--- src/hw/rtl/qnl_pkg.sv ---
// ---------------------------------------------------------------------------
// qnl_pkg: shared constants and types for the quaternion nlerp core
// Default field widths, the normalisation window and the queue status word.
// ---------------------------------------------------------------------------
`default_nettype none

package qnl_pkg;

  localparam int COMPONENT_BITS_DEF = 16;
  localparam int FRACTION_BITS_DEF  = 14;

  // blend magnitudes are scaled so the largest lies in [2^(NORM_BITS-1), 2^NORM_BITS)
  localparam int NORM_BITS  = 30;

  localparam int FIFO_DEPTH = 2;

  typedef struct packed {
    logic full;
    logic empty;
  } fifo_stat_t;

endpackage

`default_nettype wire

--- src/hw/rtl/qnl_fifo.sv ---
// ---------------------------------------------------------------------------
// qnl_fifo: short queue between front and back
// Register based, one word in and one word out per cycle.
// ---------------------------------------------------------------------------
`default_nettype none

module qnl_fifo import qnl_pkg::*; #(
  parameter int WIDTH = 8
) (
  input  logic             clk,
  input  logic             rst,
  input  logic             push,
  input  logic [WIDTH-1:0] wdata,
  input  logic             pop,
  output logic [WIDTH-1:0] rdata,
  output fifo_stat_t       stat
);

  localparam int AW = (FIFO_DEPTH > 1) ? $clog2(FIFO_DEPTH) : 1;
  localparam int CW = $clog2(FIFO_DEPTH + 1);

  logic [WIDTH-1:0] entry [FIFO_DEPTH];
  logic [AW-1:0]    wp;
  logic [AW-1:0]    rp;
  logic [CW-1:0]    count;
  logic [CW-1:0]    count_next;

  function automatic logic [AW-1:0] bump(input logic [AW-1:0] p);
    if (p == AW'(FIFO_DEPTH - 1)) begin
      return '0;
    end
    return p + AW'(1);
  endfunction

  always_comb begin
    count_next = count;
    if (push && !pop) begin
      count_next = count + CW'(1);
    end else if (!push && pop) begin
      count_next = count - CW'(1);
    end
  end

  always_ff @(posedge clk) begin
    if (rst) begin
      wp    <= '0;
      rp    <= '0;
      count <= '0;
    end else begin
      if (push) begin
        wp <= bump(wp);
      end
      if (pop) begin
        rp <= bump(rp);
      end
      count <= count_next;
    end
  end

  always_ff @(posedge clk) begin
    if (push) begin
      entry[wp] <= wdata;
    end
  end

  assign rdata      = entry[rp];
  assign stat.full  = (count == CW'(FIFO_DEPTH));
  assign stat.empty = (count == '0);

  a_no_overflow: assert property (@(posedge clk) disable iff (rst) push |-> !stat.full)
    else $error("queue written while full");
  a_no_underflow: assert property (@(posedge clk) disable iff (rst) pop |-> !stat.empty)
    else $error("queue read while empty");
  a_count_idle: assert property (@(posedge clk) disable iff (rst)
    (!push && !pop) |=> $stable(count))
    else $error("queue count moved with no traffic");

endmodule

`default_nettype wire

--- config.mk ---
export PLATFORM = sky130hd
export DESIGN_NAME = qnl_fifo
export DESIGN_NICKNAME = d
export VERILOG_FILES = /design/src/hw/rtl/qnl_pkg.sv /design/src/hw/rtl/qnl_fifo.sv
export SDC_FILE = /design/constraint.sdc
export NUM_CORES = 1
export LEC_CHECK = 0
export BUFFER_PORTS_ARGS = -buffer_cell sky130_fd_sc_hd__buf_2
export CAP_MARGIN = 5
export CORE_ASPECT_RATIO = 0.75
export CORE_MARGIN = 4
export CORE_UTILIZATION = 25
export DETAILED_ROUTE_END_ITERATION = 8
export SLEW_MARGIN = 5
export SYNTH_ARGS = -nofsm -noshare
export SYNTH_HDL_FRONTEND = slang
export SYNTH_SLANG_ARGS = --single-unit
--- constraint.sdc ---
create_clock -name clk -period 2.25 [get_ports clk]
set_input_delay 0.225 -clock clk [delete_from_list [all_inputs] [get_ports clk]]
set_output_delay 0.225 -clock clk [all_outputs]
set_load 0.1 [all_outputs]
==> metrics <==
most frequent cells in the layout=21 x buf_2, 16 x edfxtp_1, 8 x mux2_2; setup TNS=0 ps; site row count=17; Tot Pwr=0.9528 mW; Psw=0.3257 mW; CTS sink cnt=21; Setup Buffers After CTS=0; Seq/Total Area, Yosys=74.12%; antenna-violating nets left=0; Slew Viols, Final=0; minimum clock period=1681 ps; CTS Buffer Depth=2; I/O pin total=22; WL met2=629 µm; crit share post-route=74.72%; 1st-iter DRT viols=13; worst vdd ir=0.4478 mV; IO Port Bufs=21; Slew headroom=52.86%; Antenna diodes=0; RSZ-0062 raised after global routing=no; Via-to-Cell Ratio=4.028; CTS tree=built; synth warn=0; cells along the critical path=mux2_2 > buf_2; drt wl/cell=11.59 µm; CP endpoint kind=output port; nets@finish=85; Flop pwr share=48.8%; Peak Freq=594.8 MHz; mapped cell area=783.3 µm²; most common cell after layout, fill and taps aside=buf_2; Core ar.=2978 µm²; worst clock skew=2.857 ps; WL met3=108 µm; combinational share of power=27.0%; Worst Hold Class=in2reg; total grt overflow=0; Cell Pwr Density=976.3 nW/µm²; critical path's top delay family=flip-flops; clk slew on worst S/H paths=70 ps; Switching Fraction=34.19%; Skew-Pair Late Insertion Delay=250 ps; drt first pass iters=2; starting density of the core=26.30%; CP arrival=1460 ps; CP max FO=8; Startpoint Class=register; total track usage=6.989%; fraction of layout cells with a size suffix above 1=46.48%; CTS Hold Bufs=0; HPWL after DPL=973.6 µm; Worst Path Required=2030 ps; H-tree Lvls=1; Routed WL=1263 µm; DR top layer=met4; syn_nets=60; # DRC=0; worst-margin pin slew=705.6 ps; vias in the first global route=493; first-pass GRT wire length=2090 µm; # resized after CTS=0; Int Pwr=0.6271 mW; fillers=300; Num CTS Buffers=3; Post-Synthesis Cells=47; die area=4102 µm²; initial antenna violation count=0; critical setup path kind=reg2out; Clock Root Buffer=clkbuf_8; Die X=72.63 µm; #FFs+latches synth=21; largest net degree at the start of global routing=12; Placer Congestion=0.6489; routed vias=439; Die Ht=56.48 µm; area grow syn2layout=24.60%; Clock power frac=24.2%; Mean Syn Cell Area=16.66 µm²; Slowest-stage cell, CP=dfxtp_1; Buf+Inv Stages, Crit Path=1; Leakage=0.3807 nW; Final Setup Violations=0; Final Hold Fails=0; Distinct cells, synth=15; Metal-1 WL=506 µm; status=complete, no violations; crit-path max cell delay=520 ps; Max-Cap Viols=0
[power by group through the flow]
| stage | sequential, mW | combinational [mW] | clock [mW] |
|---|---|---|---|
| final | 0.465 | 0.258 | 0.231 |
| after detailed placement | 0.474 | 0.260 | 0 |
| after floorplan | 0.465 | 0.224 | 0 |
| after global routing | 0.468 | 0.270 | 0.259 |
| after CTS | 0.466 | 0.261 | 0.241 |
| after global placement | 0.472 | 0.258 | 0 |
[flip-flops by register name (all words and copies together) (netlist names), named ones only]
register / flops
entry: 16
wp: 1
rp: 1
count: 2
[layer usage]
layer / GRT usage, % / vias to the layer above
met5: 0 / -
met4: 3.158 / 0
met3: 3.936 / 4
met2: 11.57 / 14
met1: 7.103 / 206
li1: - / 215
[cells in the mapped netlist, drive strengths merged]
cell / count / area share [%]
or3: 1 / 0.80
and2b: 1 / 1.1
xor2: 2 / 2.2
a21oi: 1 / 0.64
inv: 1 / 0.48
nor2: 5 / 2.4
nor2b: 1 / 0.80
ha: 1 / 1.6
mux2: 8 / 12
and2: 1 / 0.80
o21ai: 1 / 0.64
xnor2: 2 / 2.2
edfxtp: 16 / 61
dfxtp: 5 / 13
buf: 1 / 0.64
[cells by family after synthesis]
kind of cell	synth area share (%)
muxes	11.50
buffers and inverters	1.117
AOI/OAI and AO/OA	1.277
xor gates and xnor gates	4.474
DFF	74.12
adders and majority gates	1.597
and+or+nand+nor	5.913
[worst paths after layout]
kind | from | to | slack (ps) | depth (start not counted)
worst min register to register | count[1]$_SDFFE_PP0P_ | count[1]$_SDFFE_PP0P_ | 520 | 2
worst min-delay path | wdata[3] | entry[1][3]$_DFFE_PP_ | 160 | 1
worst max register to register | wp$_SDFFE_PP0P_ | entry[0][0]$_DFFE_PP_ | 990 | 1
worst max-delay path | register | rdata[6] | 570 | 2
[metrics by stage]
stage               util [%]  area [µm²]  hold slack, ps  instances  worst slack (ps)
finish                 32.77       975.9           159.0        109             568.7
CTS                    32.77       975.9           154.3        109             520.4
global placement       31.26       930.9           416.0        105             818.5
floorplan                  -       783.3           294.1         47             428.2
global route           32.77       975.9           152.0        109             453.4
detailed placement     31.26       930.9           418.7        105             812.6
[layout make-up]
cell class / instances / area (µm²) / share of cell area (%)
clock buffer: 4 / 45.04 / 4.615
inverter: 1 / 3.754 / 0.3846
multi-input combinational: 24 / 193.9 / 19.87
sequential: 21 / 580.6 / 59.49
tap: 38 / 47.55 / 4.872
timing repair buffer: 21 / 105.1 / 10.77
(Power assumes the default switching activity.)
